===== src/hw/rtl/gimg_pkg.sv =====
// Shared types and constants for the GEM IMG bit-plane RLE decoder.
// No dependencies.
package gimg_pkg;

    localparam int unsigned MAX_LINE_BYTES    = 8192;
    localparam int unsigned MAX_PATTERN_BYTES = 32;
    localparam int unsigned MAX_PLANES        = 8;
    localparam int unsigned QUEUE_DEPTH       = 2;

    localparam int unsigned COL_W  = 13;
    localparam int unsigned LINE_W = 14;
    localparam int unsigned ROW_W  = 16;
    localparam int unsigned PLEN_W = 6;

    localparam logic [7:0] BYTE_ZERO   = 8'h00;
    localparam logic [7:0] BYTE_ONES   = 8'hFF;
    localparam logic [7:0] BYTE_BITSTR = 8'h80;

    typedef enum logic [1:0] {
        CFG_NUM_PLANES     = 2'd0,
        CFG_PATTERN_LENGTH = 2'd1,
        CFG_BYTES_PER_LINE = 2'd2,
        CFG_IMAGE_HEIGHT   = 2'd3
    } cfg_index_t;

    typedef enum logic [2:0] {
        ERR_NONE    = 3'd0,
        ERR_MARKER  = 3'd1,
        ERR_OVERRUN = 3'd2,
        ERR_HEIGHT  = 3'd3,
        ERR_PLANES  = 3'd4
    } err_t;

    typedef enum logic [6:0] {
        PH_OPCODE     = 7'b0000001,
        PH_AFTER_ZERO = 7'b0000010,
        PH_MARKER     = 7'b0000100,
        PH_COPIES     = 7'b0001000,
        PH_PATTERN    = 7'b0010000,
        PH_AFTER_BITS = 7'b0100000,
        PH_LITERAL    = 7'b1000000
    } phase_t;

    typedef struct packed {
        logic [3:0]        num_planes;
        logic [PLEN_W-1:0] pattern_length;
        logic [LINE_W-1:0] bytes_per_line;
        logic [ROW_W-1:0]  image_height;
    } cfg_t;

    typedef struct packed {
        logic [7:0] data;
        logic       is_zero;
        logic       is_bitstr;
        logic       is_ones;
    } item_t;

    typedef struct packed {
        logic              write_valid;
        logic [2:0]        write_plane;
        logic [COL_W-1:0]  write_offset;
        logic [7:0]        write_data;
        logic [7:0]        repeat_count;
        logic [PLEN_W-1:0] write_stride;
        logic              line_done;
        logic [7:0]        line_copies;
        logic [ROW_W-1:0]  row_index;
        logic [2:0]        error_code;
        logic              image_done;
    } result_t;

endpackage


===== src/hw/rtl/gimg_front.sv =====
// Front end: accepts body bytes, tags the marker values and queues them.
// Depends on gimg_pkg.
module gimg_front #(
    parameter int unsigned DEPTH = gimg_pkg::QUEUE_DEPTH
) (
    input  logic                 clk,
    input  logic                 rst_n,
    input  logic                 s_axis_tvalid,
    output logic                 s_axis_tready,
    input  logic [7:0]           s_axis_tdata,
    output logic                 q_valid,
    output gimg_pkg::item_t      q_item,
    input  logic                 q_pop
);

    localparam int unsigned PTR_W = (DEPTH > 1) ? $clog2(DEPTH) : 1;
    localparam int unsigned CNT_W = $clog2(DEPTH + 1);

    gimg_pkg::item_t  entry_reg [DEPTH];
    logic [PTR_W-1:0] wr_ptr_reg, wr_ptr_next;
    logic [PTR_W-1:0] rd_ptr_reg, rd_ptr_next;
    logic [CNT_W-1:0] count_reg, count_next;
    gimg_pkg::item_t  item_in;
    logic             push;

    assign s_axis_tready = (count_reg != CNT_W'(DEPTH));
    assign push          = s_axis_tvalid && s_axis_tready;
    assign q_valid       = (count_reg != '0);
    assign q_item        = entry_reg[rd_ptr_reg];

    always_comb
    begin
        item_in.data      = s_axis_tdata;
        item_in.is_zero   = (s_axis_tdata == gimg_pkg::BYTE_ZERO);
        item_in.is_bitstr = (s_axis_tdata == gimg_pkg::BYTE_BITSTR);
        item_in.is_ones   = (s_axis_tdata == gimg_pkg::BYTE_ONES);
    end

    always_comb
    begin
        wr_ptr_next = wr_ptr_reg;
        rd_ptr_next = rd_ptr_reg;
        count_next  = count_reg;
        if (push)
        begin
            wr_ptr_next = (wr_ptr_reg == PTR_W'(DEPTH - 1)) ? '0 : wr_ptr_reg + PTR_W'(1);
        end
        if (q_pop)
        begin
            rd_ptr_next = (rd_ptr_reg == PTR_W'(DEPTH - 1)) ? '0 : rd_ptr_reg + PTR_W'(1);
        end
        unique case ({push, q_pop})
            2'b10:   count_next = count_reg + CNT_W'(1);
            2'b01:   count_next = count_reg - CNT_W'(1);
            default: count_next = count_reg;
        endcase
    end

    always_ff @(posedge clk or negedge rst_n)
    begin
        if (!rst_n)
        begin
            wr_ptr_reg <= '0;
            rd_ptr_reg <= '0;
            count_reg  <= '0;
        end
        else
        begin
            wr_ptr_reg <= wr_ptr_next;
            rd_ptr_reg <= rd_ptr_next;
            count_reg  <= count_next;
        end
    end

    always_ff @(posedge clk)
    begin
        if (push)
        begin
            entry_reg[wr_ptr_reg] <= item_in;
        end
    end

endmodule


===== src/hw/rtl/gimg_back.sv =====
// Back end: run-length parser, line/plane/row tracking and result register.
// Depends on gimg_pkg.
module gimg_back (
    input  logic              clk,
    input  logic              rst_n,
    input  gimg_pkg::cfg_t    cfg,
    input  logic              q_valid,
    input  gimg_pkg::item_t   q_item,
    output logic              q_pop,
    output logic              out_valid,
    input  logic              out_ready,
    output gimg_pkg::result_t out_result
);

    localparam int unsigned COL_W  = gimg_pkg::COL_W;
    localparam int unsigned LINE_W = gimg_pkg::LINE_W;
    localparam int unsigned ROW_W  = gimg_pkg::ROW_W;
    localparam int unsigned PLEN_W = gimg_pkg::PLEN_W;

    gimg_pkg::phase_t  phase_reg, phase_next;
    logic [COL_W-1:0]  col_reg, col_next;
    logic [2:0]        plane_reg, plane_next;
    logic [ROW_W-1:0]  row_reg, row_next;
    logic [7:0]        left_reg, left_next;
    logic [4:0]        pos_reg, pos_next;
    logic [7:0]        rep_reg, rep_next;
    logic [7:0]        copies_reg, copies_next;
    gimg_pkg::err_t    err_reg, err_next;
    logic              done_reg, done_next;
    logic              out_valid_reg, out_valid_next;
    gimg_pkg::result_t out_result_reg, result_next;

    logic [LINE_W-1:0] bpl;
    logic [PLEN_W-1:0] plen;
    logic              planes_ok;
    logic              consume;
    logic              emit;
    logic              do_adv;
    logic [7:0]        b;
    logic [7:0]        mul_a;
    logic [LINE_W-1:0] span;
    logic [LINE_W-1:0] col_ext;
    logic [LINE_W-1:0] sum_span, sum_cnt, sum_b, sum_one, pos_off;
    logic [LINE_W-1:0] adv_col;
    logic              plane_inc_ok;
    logic [ROW_W:0]    row_end;
    logic              row_over;
    logic [7:0]        left_dec;

    always_comb
    begin
        priority if (cfg.bytes_per_line == '0)
            bpl = LINE_W'(1);
        else if (cfg.bytes_per_line > LINE_W'(gimg_pkg::MAX_LINE_BYTES))
            bpl = LINE_W'(gimg_pkg::MAX_LINE_BYTES);
        else
            bpl = cfg.bytes_per_line;
        priority if (cfg.pattern_length == '0)
            plen = PLEN_W'(1);
        else if (cfg.pattern_length > PLEN_W'(gimg_pkg::MAX_PATTERN_BYTES))
            plen = PLEN_W'(gimg_pkg::MAX_PATTERN_BYTES);
        else
            plen = cfg.pattern_length;
    end

    assign planes_ok = (cfg.num_planes == 4'd1) || (cfg.num_planes == 4'd4)
                    || (cfg.num_planes == 4'd8);

    assign consume = q_valid && (!out_valid_reg || out_ready);
    assign q_pop   = consume;
    assign b       = q_item.data;

    // one small multiplier serves the count check and the end of a pattern run
    assign mul_a    = (phase_reg == gimg_pkg::PH_AFTER_ZERO) ? b : rep_reg;
    assign span     = {6'b0, mul_a} * {8'b0, plen};
    assign col_ext  = {1'b0, col_reg};
    assign sum_span = col_ext + span;
    assign sum_cnt  = col_ext + {7'b0, b[6:0]};
    assign sum_b    = col_ext + {6'b0, b};
    assign sum_one  = col_ext + LINE_W'(1);
    assign pos_off  = col_ext + {9'b0, pos_reg};
    assign left_dec = left_reg - 8'd1;

    always_comb
    begin
        unique case (phase_reg)
            gimg_pkg::PH_OPCODE:  adv_col = sum_cnt;
            gimg_pkg::PH_PATTERN: adv_col = sum_span;
            default:              adv_col = sum_one;
        endcase
    end

    assign plane_inc_ok = ({1'b0, plane_reg} + 4'd1) < cfg.num_planes;
    assign row_end      = {1'b0, row_reg} + {9'b0, copies_reg};
    assign row_over     = row_end > {1'b0, cfg.image_height};

    always_comb
    begin
        phase_next  = phase_reg;
        col_next    = col_reg;
        plane_next  = plane_reg;
        row_next    = row_reg;
        left_next   = left_reg;
        pos_next    = pos_reg;
        rep_next    = rep_reg;
        copies_next = copies_reg;
        err_next    = err_reg;
        done_next   = done_reg;
        result_next = '0;
        emit        = 1'b0;
        do_adv      = 1'b0;

        if (consume)
        begin
            priority if ((err_reg != gimg_pkg::ERR_NONE) || done_reg)
            begin
                emit = 1'b0;
            end
            else if (!planes_ok)
            begin
                err_next   = gimg_pkg::ERR_PLANES;
                phase_next = gimg_pkg::PH_OPCODE;
                emit       = 1'b1;
            end
            else if (row_reg >= cfg.image_height)
            begin
                done_next = 1'b1;
                emit      = 1'b1;
            end
            else
            begin
                unique case (phase_reg)
                    gimg_pkg::PH_OPCODE:
                    begin
                        if (q_item.is_zero)
                            phase_next = gimg_pkg::PH_AFTER_ZERO;
                        else if (q_item.is_bitstr)
                            phase_next = gimg_pkg::PH_AFTER_BITS;
                        else if (sum_cnt > bpl)
                        begin
                            err_next = gimg_pkg::ERR_OVERRUN;
                            emit     = 1'b1;
                        end
                        else
                        begin
                            result_next.write_valid  = 1'b1;
                            result_next.write_plane  = plane_reg;
                            result_next.write_offset = col_reg;
                            result_next.write_data   = b[7] ? gimg_pkg::BYTE_ONES
                                                            : gimg_pkg::BYTE_ZERO;
                            result_next.repeat_count = {1'b0, b[6:0]};
                            result_next.write_stride = PLEN_W'(1);
                            do_adv = 1'b1;
                            emit   = 1'b1;
                        end
                    end
                    gimg_pkg::PH_AFTER_ZERO:
                    begin
                        if (q_item.is_zero)
                            phase_next = gimg_pkg::PH_MARKER;
                        else if (sum_span > bpl)
                        begin
                            err_next   = gimg_pkg::ERR_OVERRUN;
                            phase_next = gimg_pkg::PH_OPCODE;
                            emit       = 1'b1;
                        end
                        else
                        begin
                            rep_next   = b;
                            pos_next   = '0;
                            phase_next = gimg_pkg::PH_PATTERN;
                        end
                    end
                    gimg_pkg::PH_MARKER:
                    begin
                        phase_next = gimg_pkg::PH_OPCODE;
                        if (!q_item.is_ones)
                        begin
                            err_next = gimg_pkg::ERR_MARKER;
                            emit     = 1'b1;
                        end
                        else
                            phase_next = gimg_pkg::PH_COPIES;
                    end
                    gimg_pkg::PH_COPIES:
                    begin
                        copies_next = b;
                        phase_next  = gimg_pkg::PH_OPCODE;
                    end
                    gimg_pkg::PH_PATTERN:
                    begin
                        if (({1'b0, pos_reg} + 6'd1) >= plen)
                        begin
                            phase_next = gimg_pkg::PH_OPCODE;
                            emit       = 1'b1;
                            if (sum_span > bpl)
                                err_next = gimg_pkg::ERR_OVERRUN;
                            else
                            begin
                                result_next.write_valid  = 1'b1;
                                result_next.write_plane  = plane_reg;
                                result_next.write_offset = pos_off[COL_W-1:0];
                                result_next.write_data   = b;
                                result_next.repeat_count = rep_reg;
                                result_next.write_stride = plen;
                                pos_next = '0;
                                do_adv   = 1'b1;
                            end
                        end
                        else
                        begin
                            result_next.write_valid  = 1'b1;
                            result_next.write_plane  = plane_reg;
                            result_next.write_offset = pos_off[COL_W-1:0];
                            result_next.write_data   = b;
                            result_next.repeat_count = rep_reg;
                            result_next.write_stride = plen;
                            pos_next = pos_reg + 5'd1;
                            emit     = 1'b1;
                        end
                    end
                    gimg_pkg::PH_AFTER_BITS:
                    begin
                        phase_next = gimg_pkg::PH_OPCODE;
                        if (sum_b > bpl)
                        begin
                            err_next = gimg_pkg::ERR_OVERRUN;
                            emit     = 1'b1;
                        end
                        else if (!q_item.is_zero)
                        begin
                            left_next  = b;
                            phase_next = gimg_pkg::PH_LITERAL;
                        end
                    end
                    gimg_pkg::PH_LITERAL:
                    begin
                        emit = 1'b1;
                        if (col_ext >= bpl)
                        begin
                            err_next   = gimg_pkg::ERR_OVERRUN;
                            phase_next = gimg_pkg::PH_OPCODE;
                        end
                        else
                        begin
                            result_next.write_valid  = 1'b1;
                            result_next.write_plane  = plane_reg;
                            result_next.write_offset = col_reg;
                            result_next.write_data   = b;
                            result_next.repeat_count = 8'd1;
                            result_next.write_stride = PLEN_W'(1);
                            left_next = left_dec;
                            if (left_dec == 8'd0)
                                phase_next = gimg_pkg::PH_OPCODE;
                            do_adv = 1'b1;
                        end
                    end
                    default:
                    begin
                        phase_next = gimg_pkg::PH_OPCODE;
                    end
                endcase
            end
        end

        if (do_adv)
        begin
            if (adv_col < bpl)
                col_next = adv_col[COL_W-1:0];
            else
            begin
                col_next = '0;
                if (plane_inc_ok)
                    plane_next = plane_reg + 3'd1;
                else
                begin
                    plane_next = '0;
                    if (row_over)
                        err_next = gimg_pkg::ERR_HEIGHT;
                    else
                    begin
                        result_next.line_done   = 1'b1;
                        result_next.line_copies = copies_reg;
                        result_next.row_index   = row_reg;
                        row_next    = row_end[ROW_W-1:0];
                        copies_next = 8'd1;
                        if (row_end[ROW_W-1:0] >= cfg.image_height)
                            done_next = 1'b1;
                    end
                end
            end
        end

        if (emit)
        begin
            result_next.error_code = err_next;
            result_next.image_done = done_next;
        end

        if (consume && emit)
            out_valid_next = 1'b1;
        else if (out_ready)
            out_valid_next = 1'b0;
        else
            out_valid_next = out_valid_reg;
    end

    always_ff @(posedge clk or negedge rst_n)
    begin
        if (!rst_n)
        begin
            phase_reg     <= gimg_pkg::PH_OPCODE;
            col_reg       <= '0;
            plane_reg     <= '0;
            row_reg       <= '0;
            left_reg      <= '0;
            pos_reg       <= '0;
            rep_reg       <= '0;
            copies_reg    <= 8'd1;
            err_reg       <= gimg_pkg::ERR_NONE;
            done_reg      <= 1'b0;
            out_valid_reg <= 1'b0;
        end
        else
        begin
            phase_reg     <= phase_next;
            col_reg       <= col_next;
            plane_reg     <= plane_next;
            row_reg       <= row_next;
            left_reg      <= left_next;
            pos_reg       <= pos_next;
            rep_reg       <= rep_next;
            copies_reg    <= copies_next;
            err_reg       <= err_next;
            done_reg      <= done_next;
            out_valid_reg <= out_valid_next;
        end
    end

    always_ff @(posedge clk)
    begin
        if (consume && emit)
        begin
            out_result_reg <= result_next;
        end
    end

    assign out_valid  = out_valid_reg;
    assign out_result = out_result_reg;

endmodule


===== src/hw/rtl/gem_img_bitplane_rle_decoder.sv =====
// GEM IMG body decoder: one compressed byte in per clock, plane-buffer write
// commands out, each carrying repeat count and stride so runs are never expanded.
// An accepted byte is written into the input queue, the parse step decodes it from
// the queue head and the result register loads when the byte is consumed. The
// sustained rate is one byte per clock while the output is not stalled, set by
// that parse step, and the queue keeps input flowing while a result waits on the
// output. Bytes that only open a form or carry a count or marker give no result.
// Errors and completion are sticky until reset. The user must write registers
// through the cfg channel only while the block is idle; this is not enforced.
// Depends on gimg_pkg, gimg_front and gimg_back.
module gem_img_bitplane_rle_decoder #(
    parameter int unsigned QUEUE_DEPTH = gimg_pkg::QUEUE_DEPTH
) (
    input  logic        clk,
    input  logic        rst_n,
    input  logic        s_axis_tvalid,
    output logic        s_axis_tready,
    input  logic [7:0]  s_axis_tdata,   // [7:0] stream_byte
    output logic        m_axis_tvalid,
    input  logic        m_axis_tready,
    // [2:0] write_plane, [15:3] write_offset, [23:16] write_data,
    // [31:24] repeat_count, [37:32] write_stride, [45:38] line_copies,
    // [61:46] row_index, [64:62] error_code, [65] image_done, [71:66] zero
    output logic [71:0] m_axis_tdata,
    output logic [1:0]  m_axis_tuser,   // [0] write_valid, [1] line_done
    input  logic        cfg_valid,
    output logic        cfg_ready,
    input  logic [1:0]  cfg_index,
    input  logic [15:0] cfg_data
);

    gimg_pkg::cfg_t    cfg_reg;
    logic              q_valid;
    gimg_pkg::item_t   q_item;
    logic              q_pop;
    gimg_pkg::result_t res;

    assign cfg_ready = 1'b1;

    always_ff @(posedge clk or negedge rst_n)
    begin
        if (!rst_n)
        begin
            cfg_reg.num_planes     <= 4'd1;
            cfg_reg.pattern_length <= 6'd1;
            cfg_reg.bytes_per_line <= 14'd1;
            cfg_reg.image_height   <= 16'd1;
        end
        else if (cfg_valid && cfg_ready)
        begin
            unique case (cfg_index)
                gimg_pkg::CFG_NUM_PLANES:     cfg_reg.num_planes     <= cfg_data[3:0];
                gimg_pkg::CFG_PATTERN_LENGTH: cfg_reg.pattern_length <= cfg_data[5:0];
                gimg_pkg::CFG_BYTES_PER_LINE: cfg_reg.bytes_per_line <= cfg_data[13:0];
                gimg_pkg::CFG_IMAGE_HEIGHT:   cfg_reg.image_height   <= cfg_data[15:0];
            endcase
        end
    end

    gimg_front #(
        .DEPTH (QUEUE_DEPTH)
    ) u_front (
        .clk           (clk),
        .rst_n         (rst_n),
        .s_axis_tvalid (s_axis_tvalid),
        .s_axis_tready (s_axis_tready),
        .s_axis_tdata  (s_axis_tdata),
        .q_valid       (q_valid),
        .q_item        (q_item),
        .q_pop         (q_pop)
    );

    gimg_back u_back (
        .clk        (clk),
        .rst_n      (rst_n),
        .cfg        (cfg_reg),
        .q_valid    (q_valid),
        .q_item     (q_item),
        .q_pop      (q_pop),
        .out_valid  (m_axis_tvalid),
        .out_ready  (m_axis_tready),
        .out_result (res)
    );

    assign m_axis_tdata = {6'b0, res.image_done, res.error_code, res.row_index,
                           res.line_copies, res.write_stride, res.repeat_count,
                           res.write_data, res.write_offset, res.write_plane};
    assign m_axis_tuser = {res.line_done, res.write_valid};

endmodule


===== config.mk =====
export PLATFORM = sky130hd
export DESIGN_NAME = gem_img_bitplane_rle_decoder
export DESIGN_NICKNAME = d
export VERILOG_FILES = /design/src/hw/rtl/gimg_pkg.sv /design/src/hw/rtl/gimg_front.sv /design/src/hw/rtl/gimg_back.sv /design/src/hw/rtl/gem_img_bitplane_rle_decoder.sv
export SDC_FILE = /design/constraint.sdc
export NUM_CORES = 1
export LEC_CHECK = 0
export BUFFER_PORTS_ARGS = -buffer_cell sky130_fd_sc_hd__buf_2
export CORE_ASPECT_RATIO = 1.1
export CORE_MARGIN = 8
export CORE_UTILIZATION = 50
export CTS_BUF_LIST = sky130_fd_sc_hd__clkbuf_16
export CTS_CLUSTER_SIZE = 12
export DETAILED_ROUTE_END_ITERATION = 16
export PLACE_DENSITY = 0.68
export SLEW_MARGIN = 20
export SYNTH_ARGS = -nofsm -noshare
export SYNTH_HDL_FRONTEND = slang
export SYNTH_SLANG_ARGS = --single-unit

===== constraint.sdc =====
create_clock -name clk -period 24.3 [get_ports clk]
set_clock_uncertainty 0.05 [all_clocks]
set_input_delay 2.43 -clock clk [delete_from_list [all_inputs] [get_ports clk]]
set_output_delay 2.43 -clock clk [all_outputs]
set_load 0.01 [all_outputs]

==> parameters.txt, run 1 <==
Parameter                              Value

Outcome
  Run status    completed

Yosys
  Biggest area contributors in the synthesized netlist    sky130_fd_sc_hd__dfrtp_1 19%, sky130_fd_sc_hd__edfxtp_1 18%, sky130_fd_sc_hd__ha_1 13%
  Sequential cell area fraction in the yosys report    37.7%
  Number of instances in the synthesized netlist    1,496
  Mux cell area share after synthesis    6.16%
  Combinational family with the most area after synthesis    adder cells
  Area share of the largest cell type after synthesis    18.6%
  Adder-cell area share of the yosys netlist    18.1%
  Yosys top cell by area    sky130_fd_sc_hd__dfrtp_1
  Unique masters post-synth    81
  Post-Synthesis Mean Instance Area    9.99 sq um
  Number of flops mapped to enable cells by yosys    90
  Count of warnings emitted by yosys    0
  Register bit count reported by yosys    207
  Async set or reset register ratio after synthesis    56.5%
  Area fraction in compound gates after synthesis    14.0%
  Most frequently used flop master after synthesis    sky130_fd_sc_hd__dfrtp_1
  Synth Cell Area    14,900 sq um
  Synthesized-area fraction occupied by xor and xnor cells    4.05%
  Area share of and/or/nand/nor cells after synthesis    15.5%

Layout
  Syn-to-layout area delta    10.5%
  Post-route insts no fill    1,986
  Highest-count cells in the layout ignoring fill and taps    155 x sky130_fd_sc_hd__ha_1, 134 x sky130_fd_sc_hd__nor2_1, 122 x sky130_fd_sc_hd__inv_1
  Most frequent standard cell in the layout excluding fill and tap cells    sky130_fd_sc_hd__ha_1
  Post-Route Utilization    56.0%
  Layout net count    1,818
  Fraction of final layout cells sized beyond drive strength 1    14.3%
  Diode count    0
  Flip-flop count of the largest register after layout    68
  Finished Cell Area    16,500 sq um

Worst setup path
  Crit-path max FO    41
  Critical path's largest stage delay    1010 ps
  Crit. End Element    register
  Critical path startpoint    u_back.phase_reg[5]
  Worst Setup Path Type    register to register
  Most prevalent standard cell on the critical path    sky130_fd_sc_hd__fa_1
  CP Data Arrival Time    10,000 ps
  Launch instance of the worst register-to-register path    u_back.phase_reg[5]
  Worst reg-to-reg setup slack    14,660 ps
  Launching element type of the critical path    register
  Critical path's slowest cell    sky130_fd_sc_hd__and4bb_2
  CP required    24,660 ps

STA
  Tightest Pin Transition    973 ps
  Worst slew margin    34.9%
  Final min period    9640 ps
  Max-slew violation total from the final report    0
  Number of setup violations in the final report    0
  RSZ-0062 raised after global routing    false
  Highest attainable clock frequency    104 MHz
  Final-report hold violation count    0
  Setup TNS after final layout    0 ps
  Share of the cycle needed by the critical path after routing    39.7%

Power and ir drop
  Cell Int Power    0.816 mW
  Leakage power of the design    7.59 nW
  Switching Share    41.2%
  Proportion of power drawn by combinational gates    43.3%
  Clock share of power    23.5%
  Psw    0.572 mW
  Total Power    1.39 mW
  VDD IR-drop max    50.0 uV
  PwrDens    84.0 nW/um^2
  Portion of total power attributed to sequential cells    33.2%

Placed design
  Detailed placer's ending HPWL    31,600 microns
  Port Buffer Count    100
  Placer Congestion    0.957
  Cell count after placement    1,942
  Placed Instance Area    15,800 sq um

Drt
  Detailed-routing iteration count for the pre-antenna-repair pass    5
  Wire length per cell after detailed routing    20.9 microns
  Number of remaining DRC errors    0
  Vias    11,829
  Count of antenna-violating nets left after detailed routing    0
  Post-detailed-routing wire length    41,500 microns
  Routed via count divided by cell count    5.96
  Iter 0 DRT Violations    885

Global routing
  Vias in the first global route    12,130
  Overflow left after global routing    0
  Total Routing Usage GR    23.2%
  First-pass GRT wire length    66,400 microns
  Number of antenna violations at the first check in global routing    0
  Maximum number of pins on one net before global-route repair    63

Clock network
  Clock latency on the worst-skew pair    540 ps
  Count of hold-fix buffers inserted at cts    0
  Buffers inserted during post-CTS setup optimization    0
  Max H-tree Level    1
  Post-CTS Resized    0
  Number of buffers created by CTS    24
  CTS clock-pin slew for the worst setup and hold paths    60 ps
  Root Buffer    sky130_fd_sc_hd__clkbuf_16
  Clock tree from TritonCTS    done
  Number of buffers between clock root and the deepest sink    3
  Number of clock sinks    207

Floorplanning
  FP Rows    66
  Die X-Extent    181 microns
  Initial core utilization    50.7%
  # IOs    108
  Floorplan die area    35,700 sq um
  Die Height    197 microns
  Placeable core region    29,500 sq um

Worst hold path
  Hold path startpoint    u_back.err_reg[2]
  Worst min path class    register to register

Run
  Number of max-cap violations    0
[cell type report]
type	instances	area [sq um]
fillers	2621	13000
multi-input cells	1132	8670
flip-flops and latches	207	5640
clock buffers	24	601
repair buffers	113	601
well taps	374	468
inverters	116	435
clock inverters	20	98.8
[synthesized netlist by cell type, types with 9 or more instances]
cell type	count
sky130_fd_sc_hd__nor2_1	134
sky130_fd_sc_hd__dfrtp_1	111
sky130_fd_sc_hd__a21oi_1	71
sky130_fd_sc_hd__xnor2_1	52
sky130_fd_sc_hd__inv_1	114
sky130_fd_sc_hd__edfxtp_1	90
sky130_fd_sc_hd__ha_1	155
sky130_fd_sc_hd__mux2i_1	20
sky130_fd_sc_hd__nor3_1	24
sky130_fd_sc_hd__nand2b_1	28
sky130_fd_sc_hd__a31oi_1	13
sky130_fd_sc_hd__mux2_2	56
sky130_fd_sc_hd__a21o_1	26
sky130_fd_sc_hd__nor4_1	9
sky130_fd_sc_hd__nand2_1	110
sky130_fd_sc_hd__fa_1	38
sky130_fd_sc_hd__and2_1	37
sky130_fd_sc_hd__and3_1	13
sky130_fd_sc_hd__a22oi_1	13
sky130_fd_sc_hd__a211oi_1	16
sky130_fd_sc_hd__o21ai_0	69
sky130_fd_sc_hd__nand3_1	28
sky130_fd_sc_hd__nand4_1	25
sky130_fd_sc_hd__clkbuf_1	30
sky130_fd_sc_hd__xor2_1	17
sky130_fd_sc_hd__nor2b_1	14
sky130_fd_sc_hd__o21a_1	26
[critical path: cells and delay by family, from the launching register on]
family	cells	cell delay, ps
xor+xnor	1	180
compound gates	9	2470
fa+ha+maj	6	2740
simple gates	8	3100
mux	1	420
buf+inv	3	150
flops	1	410
[power by group through the flow]
| stage | Combinational [mW] | Clock [mW] | Sequential, mW |
|---|---|---|---|
| 3_3_place_gp | 0.581 | 0 | 0.465 |
| 5_1_grt | 0.660 | 0.346 | 0.467 |
| 3_5_place_dp | 0.589 | 0 | 0.467 |
| 4_1_cts | 0.592 | 0.332 | 0.461 |
| 2_1_floorplan | 0.401 | 0 | 0.454 |
| 6_report | 0.600 | 0.326 | 0.461 |
[worst paths after layout]
path,endpoint,depth (start not counted)
max,u_back.row_reg[1],28
min,u_back.err_reg[2],1
max reg2reg,u_back.row_reg[1],28
min reg2reg,u_back.err_reg[2],1
max in group asynchronous,u_back.copies_reg[5],2
min in group asynchronous,u_back.col_reg[11],1
[routing by layer]
metal | track usage (%) | share of wire [%] | routed length, microns | up-vias
li1 | - | - | - | 5573
met4 | 7.60 | 3.2 | 1330 | 0
met5 | 0 | 0 | 0 | -
met1 | 29.4 | 43 | 17800 | 5829
met2 | 40.6 | 49 | 20300 | 343
met3 | 3.11 | 5.0 | 2070 | 84
[through the flow]
step	hold slack [ps]	setup WS [ps]
final	440	14660
after global routing	466	14060
after CTS	439	14760
after detailed placement	424	14840
after global placement	418	15000
after floorplan	391	15500
[kinds of logic (layout without fill, tap and decap cells)]
| kind of cell | after synthesis | in the layout |
|---|---|---|
| other | 2 | 7 |
| adders and majority gates | 194 | 194 |
| buffers and inverters | 162 | 273 |
| xor gates and xnor gates | 69 | 69 |
| DFF | 207 | 207 |
| AOI/OAI and AO/OA | 316 | 316 |
| and+or+nand+nor | 464 | 464 |
| muxes | 82 | 82 |
(Power assumes the default switching activity.)
==> inputs of run 2 (changes only) <==
--- a/config.mk
+++ b/config.mk
@@ -12,7 +12,7 @@
 export CTS_BUF_LIST = sky130_fd_sc_hd__clkbuf_16
 export CTS_CLUSTER_SIZE = 12
 export DETAILED_ROUTE_END_ITERATION = 16
-export PLACE_DENSITY = 0.68
+export PLACE_DENSITY = 0.71
 export SLEW_MARGIN = 20
 export SYNTH_ARGS = -nofsm -noshare
 export SYNTH_HDL_FRONTEND = slang
==> constraint.sdc (replaced) <==
create_clock -name clk -period 7.76 [get_ports clk]
set_clock_uncertainty 0.05 [all_clocks]
set_input_delay 0.776 -clock clk [delete_from_list [all_inputs] [get_ports clk]]
set_output_delay 0.776 -clock clk [all_outputs]
set_load 0.01 [all_outputs]
==> run 2 against run 1 <==
Against the previous run:
- combinational power increased to 3.5 times the previous value
- maximum frequency grew 25%
- non-clock buffer count grew 59
- flip-flop and latch count unchanged
- setup slack lost 15000 ps
- first-iteration DRC count is 5.3% higher
- global-route usage increased by 0.39 points
- design area rose by 6.0%
- sequential power rose to 3.1 times the previous value
- hold slack worse by 150 ps
- critical endpoint is now u_back.out_result[22]
==> parameters.txt, run 2 (synthesis results as in run 1) <==
Parameter                              Value

Outcome
  Run status    completed (unchanged)

Clock network
  Count of hold-fix buffers inserted at cts    0 (unchanged)
  Number of buffers created by CTS    23 (was 24)
  Clock tree from TritonCTS    done (unchanged)
  CTS clock-pin slew for the worst setup and hold paths    60 ps (about the same)
  Number of buffers between clock root and the deepest sink    3 (unchanged)
  Max H-tree Level    1 (unchanged)
  Number of clock sinks    207 (unchanged)
  Root Buffer    sky130_fd_sc_hd__clkbuf_16 (unchanged)
  Clock latency on the worst-skew pair    540 ps (about the same)

Drt
  Count of antenna-violating nets left after detailed routing    0 (unchanged)
  Vias    12,237 (was 11,829)
  Routed via count divided by cell count    5.99 (was 5.96)
  Post-detailed-routing wire length    44,200 microns (was 41,500 microns)
  Number of remaining DRC errors    0 (unchanged)
  Iter 0 DRT Violations    932 (was 885)
  Wire length per cell after detailed routing    21.6 microns (was 20.9 microns)
  Detailed-routing iteration count for the pre-antenna-repair pass    6 (was 5)

Layout
  Fraction of final layout cells sized beyond drive strength 1    20.8% (was 14.3%)
  Highest-count cells in the layout ignoring fill and taps    152 x sky130_fd_sc_hd__ha_1, 126 x sky130_fd_sc_hd__nor2_1, 120 x sky130_fd_sc_hd__inv_1 (was 155 x sky130_fd_sc_hd__ha_1, 134 x sky130_fd_sc_hd__nor2_1, 122 x sky130_fd_sc_hd__inv_1)
  Flip-flop count of the largest register after layout    68 (unchanged)
  Syn-to-layout area delta    17.2% (was 10.5%)
  Most frequent standard cell in the layout excluding fill and tap cells    sky130_fd_sc_hd__ha_1 (unchanged)
  Diode count    0 (unchanged)
  Layout net count    1,876 (was 1,818)

Floorplanning
  FP Rows    66 (unchanged)
  # IOs    108 (unchanged)
  Floorplan die area    35,700 sq um (unchanged)
  Placeable core region    29,500 sq um (unchanged)
  Initial core utilization    50.7% (unchanged)
  Die X-Extent    181 microns (unchanged)
  Die Height    197 microns (unchanged)

Power and ir drop
  PwrDens    262 nW/um^2 (was 84.0 nW/um^2)
  Total Power    4.59 mW (was 1.39 mW)
  Switching Share    41.0% (was 41.2%)
  Clock share of power    23.1% (was 23.5%)
  Cell Int Power    2.71 mW (was 0.816 mW)
  Portion of total power attributed to sequential cells    31.4% (was 33.2%)
  VDD IR-drop max    174 uV (was 50.0 uV)
  Leakage power of the design    8.01 nW (was 7.59 nW)
  Psw    1.88 mW (was 0.572 mW)
  Proportion of power drawn by combinational gates    45.5% (was 43.3%)

Global routing
  Vias in the first global route    12,353 (was 12,130)
  Total Routing Usage GR    23.6% (was 23.2%)
  Number of antenna violations at the first check in global routing    0 (unchanged)
  Overflow left after global routing    0 (unchanged)
  Maximum number of pins on one net before global-route repair    64 (was 63)
  First-pass GRT wire length    67,000 microns (was 66,400 microns)

Worst setup path
  CP required    8000 ps (was 24,660 ps)
  CP Data Arrival Time    7940 ps (was 10,000 ps)
  Worst Setup Path Type    register to register (unchanged)
  Crit. End Element    register (unchanged)
  Critical path's slowest cell    sky130_fd_sc_hd__fa_1 (was sky130_fd_sc_hd__and4bb_2)
  Worst reg-to-reg setup slack    60 ps (was 14,660 ps)
  Most prevalent standard cell on the critical path    sky130_fd_sc_hd__fa_1 (unchanged)
  Logic depth of the worst register-to-register path    31 (was 28)
  Critical path's largest stage delay    570 ps (was 1010 ps)
  Reg-to-Reg End    u_back.out_result[22] (was u_back.row_reg[1])
  Crit-path max FO    14 (was 41)
  Launching element type of the critical path    register (unchanged)
  Launch instance of the worst register-to-register path    u_back.phase_reg[6] (was u_back.phase_reg[5])

Placed design
  DP Worst Slack    -37.1 ps (was 14,840 ps)
  Detailed placer's ending HPWL    33,200 microns (was 31,600 microns)
  Placer Congestion    0.971 (was 0.957)
  Port Buffer Count    100 (unchanged)

STA
  Crit path setup slack, layout    58.3 ps (was 14,660 ps)
  Final-report hold violation count    0 (unchanged)
  Number of setup violations in the final report    0 (unchanged)
  Highest attainable clock frequency    130 MHz (was 104 MHz)
  Share of the cycle needed by the critical path after routing    99.2% (was 39.7%)
  RSZ-0062 raised after global routing    true (was false)
  Worst slew margin    25.6% (was 34.9%)
  Tightest Pin Transition    1110 ps (was 973 ps)
  Final min period    7700 ps (was 9640 ps)
  Max-slew violation total from the final report    0 (unchanged)
  Final Hold Slack    288 ps (was 440 ps)

Worst hold path
  Worst min path class    input port to asynchronous set/reset pin (was register to register)

Run
  Number of max-cap violations    0 (unchanged)
-- run 2: cell types whose count changed in the layout (fill, tap and decap cells not counted), moves of 6 or more --
cell / previous run / this run
sky130_fd_sc_hd__nor2_1: 134 / 126
sky130_fd_sc_hd__mux2i_4: 0 / 6
sky130_fd_sc_hd__clkbuf_16: 24 / 31
sky130_fd_sc_hd__and2_4: 0 / 23
sky130_fd_sc_hd__buf_12: 0 / 6
sky130_fd_sc_hd__nor2_2: 0 / 7
sky130_fd_sc_hd__buf_4: 14 / 57
sky130_fd_sc_hd__mux2i_1: 20 / 13
sky130_fd_sc_hd__and2_1: 37 / 14
-- run 2: metal layers --
| layer | up-vias | global-route usage [%] | share of wire (%) |
|---|---|---|---|
| met1 | 5989 | 28.7 | 41 |
| met4 | 0 | 10.9 | 4.7 |
| met2 | 444 | 39.9 | 48 |
| li1 | 5683 | - | - |
| met5 | - | 0 | 0 |
| met3 | 121 | 4.93 | 7.0 |
-- run 2: worst max path at each step --
stage | cells after the start | to | slack [ps] | startpoint
after detailed placement | 31 | u_back.out_result[4] | -40 | u_back.phase_reg[5]
after global placement | 29 | u_back.out_result[22] | 80 | u_back.phase_reg[5]
after floorplan | 29 | u_back.out_result[0] | -180 | u_back.phase_reg[0]
final | 31 | u_back.out_result[22] | 60 | u_back.phase_reg[6]
after global routing | 32 | u_back.out_result[22] | -230 | u_back.phase_reg[6]
after CTS | 31 | u_back.out_result[4] | 30 | u_back.phase_reg[5]
-- run 2: layout make-up --
cell class	count	area, sq um
clock buffers	24	601
clock inverters	18	116
flip-flops and latches	207	5640
multi-input cells	1132	8980
repair buffers	172	1260
well taps	374	468
inverters	116	439
fillers	2460	12000
-- run 2: worst max-delay path, delay by kind of cell (launching register included) --
| family | cells | cell delay, ps |
|---|---|---|
| compound gates | 7 | 1650 |
| mux | 1 | 370 |
| xor+xnor | 1 | 180 |
| fa+ha+maj | 6 | 2600 |
| buf+inv | 7 | 640 |
| flops | 1 | 420 |
| simple gates | 9 | 1560 |
-- run 2: stage by stage --
stage	instance area, sq um	setup TNS [ps]	instances	utilization [%]
6_report	17500	0	2043	59.4
5_1_grt	17500	-18390	2043	59.4
4_1_cts	17000	0	2018	57.7
3_5_place_dp	16300	-376	1976	55.3
3_3_place_gp	16300	0	1976	55.2
2_1_floorplan	15200	-12450	1501	-
-- run 2: power by group through the flow --
stage          combinational, mW  sequential [mW]  clock, mW
5_1_grt                     2.27             1.45       1.12
2_1_floorplan               1.31             1.42          0
4_1_cts                     1.98             1.43       1.08
6_report                    2.09             1.44       1.06
3_5_place_dp                1.96             1.45          0
3_3_place_gp                1.93             1.45          0
-- run 2: what timing repair did --
item / in CTS / in global routing
endpoints found under the setup margin: 52 / 191
gates cloned: 0 / 9
gates resized for setup: 1 / 48
setup buffers: 0 / 16
pin swaps: 0 / 20
==> inputs of run 3 (changes only) <==
--- a/config.mk
+++ b/config.mk
@@ -6,10 +6,11 @@
 export NUM_CORES = 1
 export LEC_CHECK = 0
 export BUFFER_PORTS_ARGS = -buffer_cell sky130_fd_sc_hd__buf_2
-export CORE_ASPECT_RATIO = 1.1
-export CORE_MARGIN = 8
+export CORE_ASPECT_RATIO = 1.4
+export CORE_MARGIN = 3
 export CORE_UTILIZATION = 50
 export CTS_BUF_LIST = sky130_fd_sc_hd__clkbuf_16
+export CTS_CLUSTER_DIAMETER = 30
 export CTS_CLUSTER_SIZE = 12
 export DETAILED_ROUTE_END_ITERATION = 16
 export PLACE_DENSITY = 0.71
==> run 3 against run 2 <==
Against the previous run:
- utilization is 1.1 points higher
- final cell count is 0.88% higher
- wire length is 2.4% lower
- combinational power hardly changed
- flip-flop and latch count stayed put
- clock power is 42% higher
- die area is 10% lower
- first-iteration DRC count is 7.4% lower
- maximum frequency is 2.4% higher
- setup slack better by 180 ps
- critical path type unchanged
- critical endpoint is now u_back.out_result[62]
==> parameters.txt, run 3 (synthesis results as in run 1) <==
Parameter                              Value

Placed design
  Placed Instance Area    16,300 sq um (about the same)
  DP Worst Slack    -21.7 ps (was -37.1 ps)
  Placer Congestion    0.979 (was 0.971)
  Detailed placer's ending HPWL    32,600 microns (was 33,200 microns)
  Port Buffer Count    100 (unchanged)
  Cell count after placement    1,975 (was 1,976)

Clock network
  Clock latency on the worst-skew pair    530 ps (was 540 ps)
  Number of buffers created by CTS    36 (was 23)
  Clock tree from TritonCTS    done (unchanged)
  Max H-tree Level    2 (was 1)
  Number of clock sinks    207 (unchanged)
  Root Buffer    sky130_fd_sc_hd__clkbuf_16 (unchanged)
  CTS clock-pin slew for the worst setup and hold paths    50 ps (was 60 ps)
  Number of buffers between clock root and the deepest sink    3 (unchanged)

STA
  Final-report hold violation count    0 (unchanged)
  Final Hold Slack    212 ps (was 288 ps)
  Crit path setup slack, layout    238 ps (was 58.3 ps)
  Highest attainable clock frequency    133 MHz (was 130 MHz)
  Share of the cycle needed by the critical path after routing    96.9% (was 99.2%)
  Worst slew margin    31.7% (was 25.6%)
  Final min period    7520 ps (was 7700 ps)
  Max-slew violation total from the final report    0 (unchanged)
  Number of setup violations in the final report    0 (unchanged)
  Tightest Pin Transition    1020 ps (was 1110 ps)

Global routing
  First-pass GRT wire length    66,600 microns (was 67,000 microns)
  Total Routing Usage GR    26.1% (was 23.6%)
  Number of antenna violations at the first check in global routing    0 (unchanged)
  Overflow left after global routing    0 (unchanged)
  Maximum number of pins on one net before global-route repair    77 (was 64)
  Vias in the first global route    12,469 (was 12,353)

Power and ir drop
  Portion of total power attributed to sequential cells    28.8% (was 31.4%)
  Cell Int Power    3.00 mW (was 2.71 mW)
  PwrDens    281 nW/um^2 (was 262 nW/um^2)
  Switching Share    39.9% (was 41.0%)
  Proportion of power drawn by combinational gates    41.2% (was 45.5%)
  VDD IR-drop max    168 uV (was 174 uV)
  Psw    1.99 mW (was 1.88 mW)
  Leakage power of the design    8.10 nW (was 8.01 nW)
  Clock share of power    30.0% (was 23.1%)

Layout
  Number of filler instances in the final layout    2,455 (was 2,460)
  Flip-flop count of the largest register after layout    68 (unchanged)
  Most frequent standard cell in the layout excluding fill and tap cells    sky130_fd_sc_hd__ha_1 (unchanged)
  Combined flip-flop and latch cell area    5640 sq um (about the same)
  Post-route insts no fill    2,061 (was 2,043)
  Syn-to-layout area delta    18.9% (was 17.2%)
  Diode count    0 (unchanged)
  Multi-input logic area    8940 sq um (was 8980 sq um)
  Highest-count cells in the layout ignoring fill and taps    151 x sky130_fd_sc_hd__ha_1, 125 x sky130_fd_sc_hd__nor2_1, 116 x sky130_fd_sc_hd__inv_1 (was 152 x sky130_fd_sc_hd__ha_1, 126 x sky130_fd_sc_hd__nor2_1, 120 x sky130_fd_sc_hd__inv_1)
  Layout net count    1,877 (was 1,876)
  Fraction of final layout cells sized beyond drive strength 1    20.5% (was 20.8%)
  Post-Route Utilization    60.5% (was 59.4%)
  Finished Cell Area    17,800 sq um (was 17,500 sq um)

Floorplanning
  Floorplan die area    32,000 sq um (was 35,700 sq um)
  Initial core utilization    50.9% (was 50.7%)
  Placeable core region    29,400 sq um (was 29,500 sq um)
  # IOs    108 (unchanged)
  Die X-Extent    152 microns (was 181 microns)
  Die Height    211 microns (was 197 microns)
  FP Rows    74 (was 66)

Worst setup path
  CP Data Arrival Time    7740 ps (was 7940 ps)
  Critical path's largest stage delay    550 ps (was 570 ps)
  Buffering stage count on the worst path with inverters included    6 (was 7)
  Worst reg-to-reg setup slack    240 ps (was 60 ps)
  Launching element type of the critical path    register (unchanged)
  Crit. End Element    register (unchanged)
  Worst Setup Path Type    register to register (unchanged)
  Dominant delay contributor by cell family on the critical path    adder cells (unchanged)
  CP required    7980 ps (was 8000 ps)
  Critical path's slowest cell    sky130_fd_sc_hd__fa_1 (unchanged)
  Most prevalent standard cell on the critical path    sky130_fd_sc_hd__fa_1 (unchanged)
  Crit-path max FO    20 (was 14)

Drt
  Routed via count divided by cell count    5.95 (was 5.99)
  Count of antenna-violating nets left after detailed routing    0 (unchanged)
  Vias    12,271 (was 12,237)
  Iter 0 DRT Violations    863 (was 932)
  Detailed-routing iteration count for the pre-antenna-repair pass    5 (was 6)
  Wire length per cell after detailed routing    20.9 microns (was 21.6 microns)
  Post-detailed-routing wire length    43,100 microns (was 44,200 microns)
  Number of remaining DRC errors    0 (unchanged)

Outcome
  Run status    completed (unchanged)

Run
  Number of max-cap violations    0 (unchanged)

Worst hold path
  Worst min path class    input port to asynchronous set/reset pin (unchanged)
## run 3: routing by layer
layer / part of all wire [%] / global-route usage (%) / vias up
met5: 0 / 0 / -
li1: - / - / 5690
met3: 5.6 / 3.61 / 139
met2: 51 / 46.5 / 456
met4: 6.3 / 15.0 / 0
met1: 37 / 30.1 / 5986
## run 3: worst paths after layout
check,startpoint,end,cells after the start
hold reg to reg,u_front.count_reg[1],u_front.count_reg[1],1
hold / removal,rst_n,u_back.plane_reg[0],1
setup / recovery,u_back.phase_reg[6],u_back.out_result[62],30
max in group asynchronous,rst_n,cfg_reg[16],3
min in group clk,s_axis_tdata[1],u_front.entry_reg[1][4],1
setup reg to reg,u_back.phase_reg[6],u_back.out_result[62],30
## run 3: metrics by stage
step,total power [mW],TNS (ps)
2_1_floorplan,2.73,-12450
3_3_place_gp,3.35,0
3_5_place_dp,3.39,-133
4_1_cts,4.90,0
5_1_grt,5.28,-4520
6_report,4.99,0
## run 3: power by group through the flow
stage / registers [mW] / logic [mW] / clock network (mW)
after floorplan: 1.42 / 1.31 / 0
after global placement: 1.44 / 1.90 / 0
after detailed placement: 1.45 / 1.94 / 0
after CTS: 1.43 / 1.95 / 1.52
after global routing: 1.45 / 2.25 / 1.57
final: 1.44 / 2.06 / 1.50
## run 3: repair_timing
| action | 4_1_cts | 5_1_grt |
|---|---|---|
| gates resized for setup | 1 | 24 |
| endpoints found under the setup margin | 43 | 186 |
| pin swaps | 0 | 21 |
| hold buffers | 0 | 0 |
| hold endpoints to repair | 0 | 0 |
| gates cloned | 0 | 3 |
| buffers inserted | 0 | 16 |
## run 3: cell type report
type                    count  area share [%]
clock buffers              37            5.21
repair buffers            160            6.19
well taps                 380            2.68
clock inverters            29            1.34
flip-flops and latches    207            31.8
inverters                 116            2.47
multi-input cells        1132            50.3
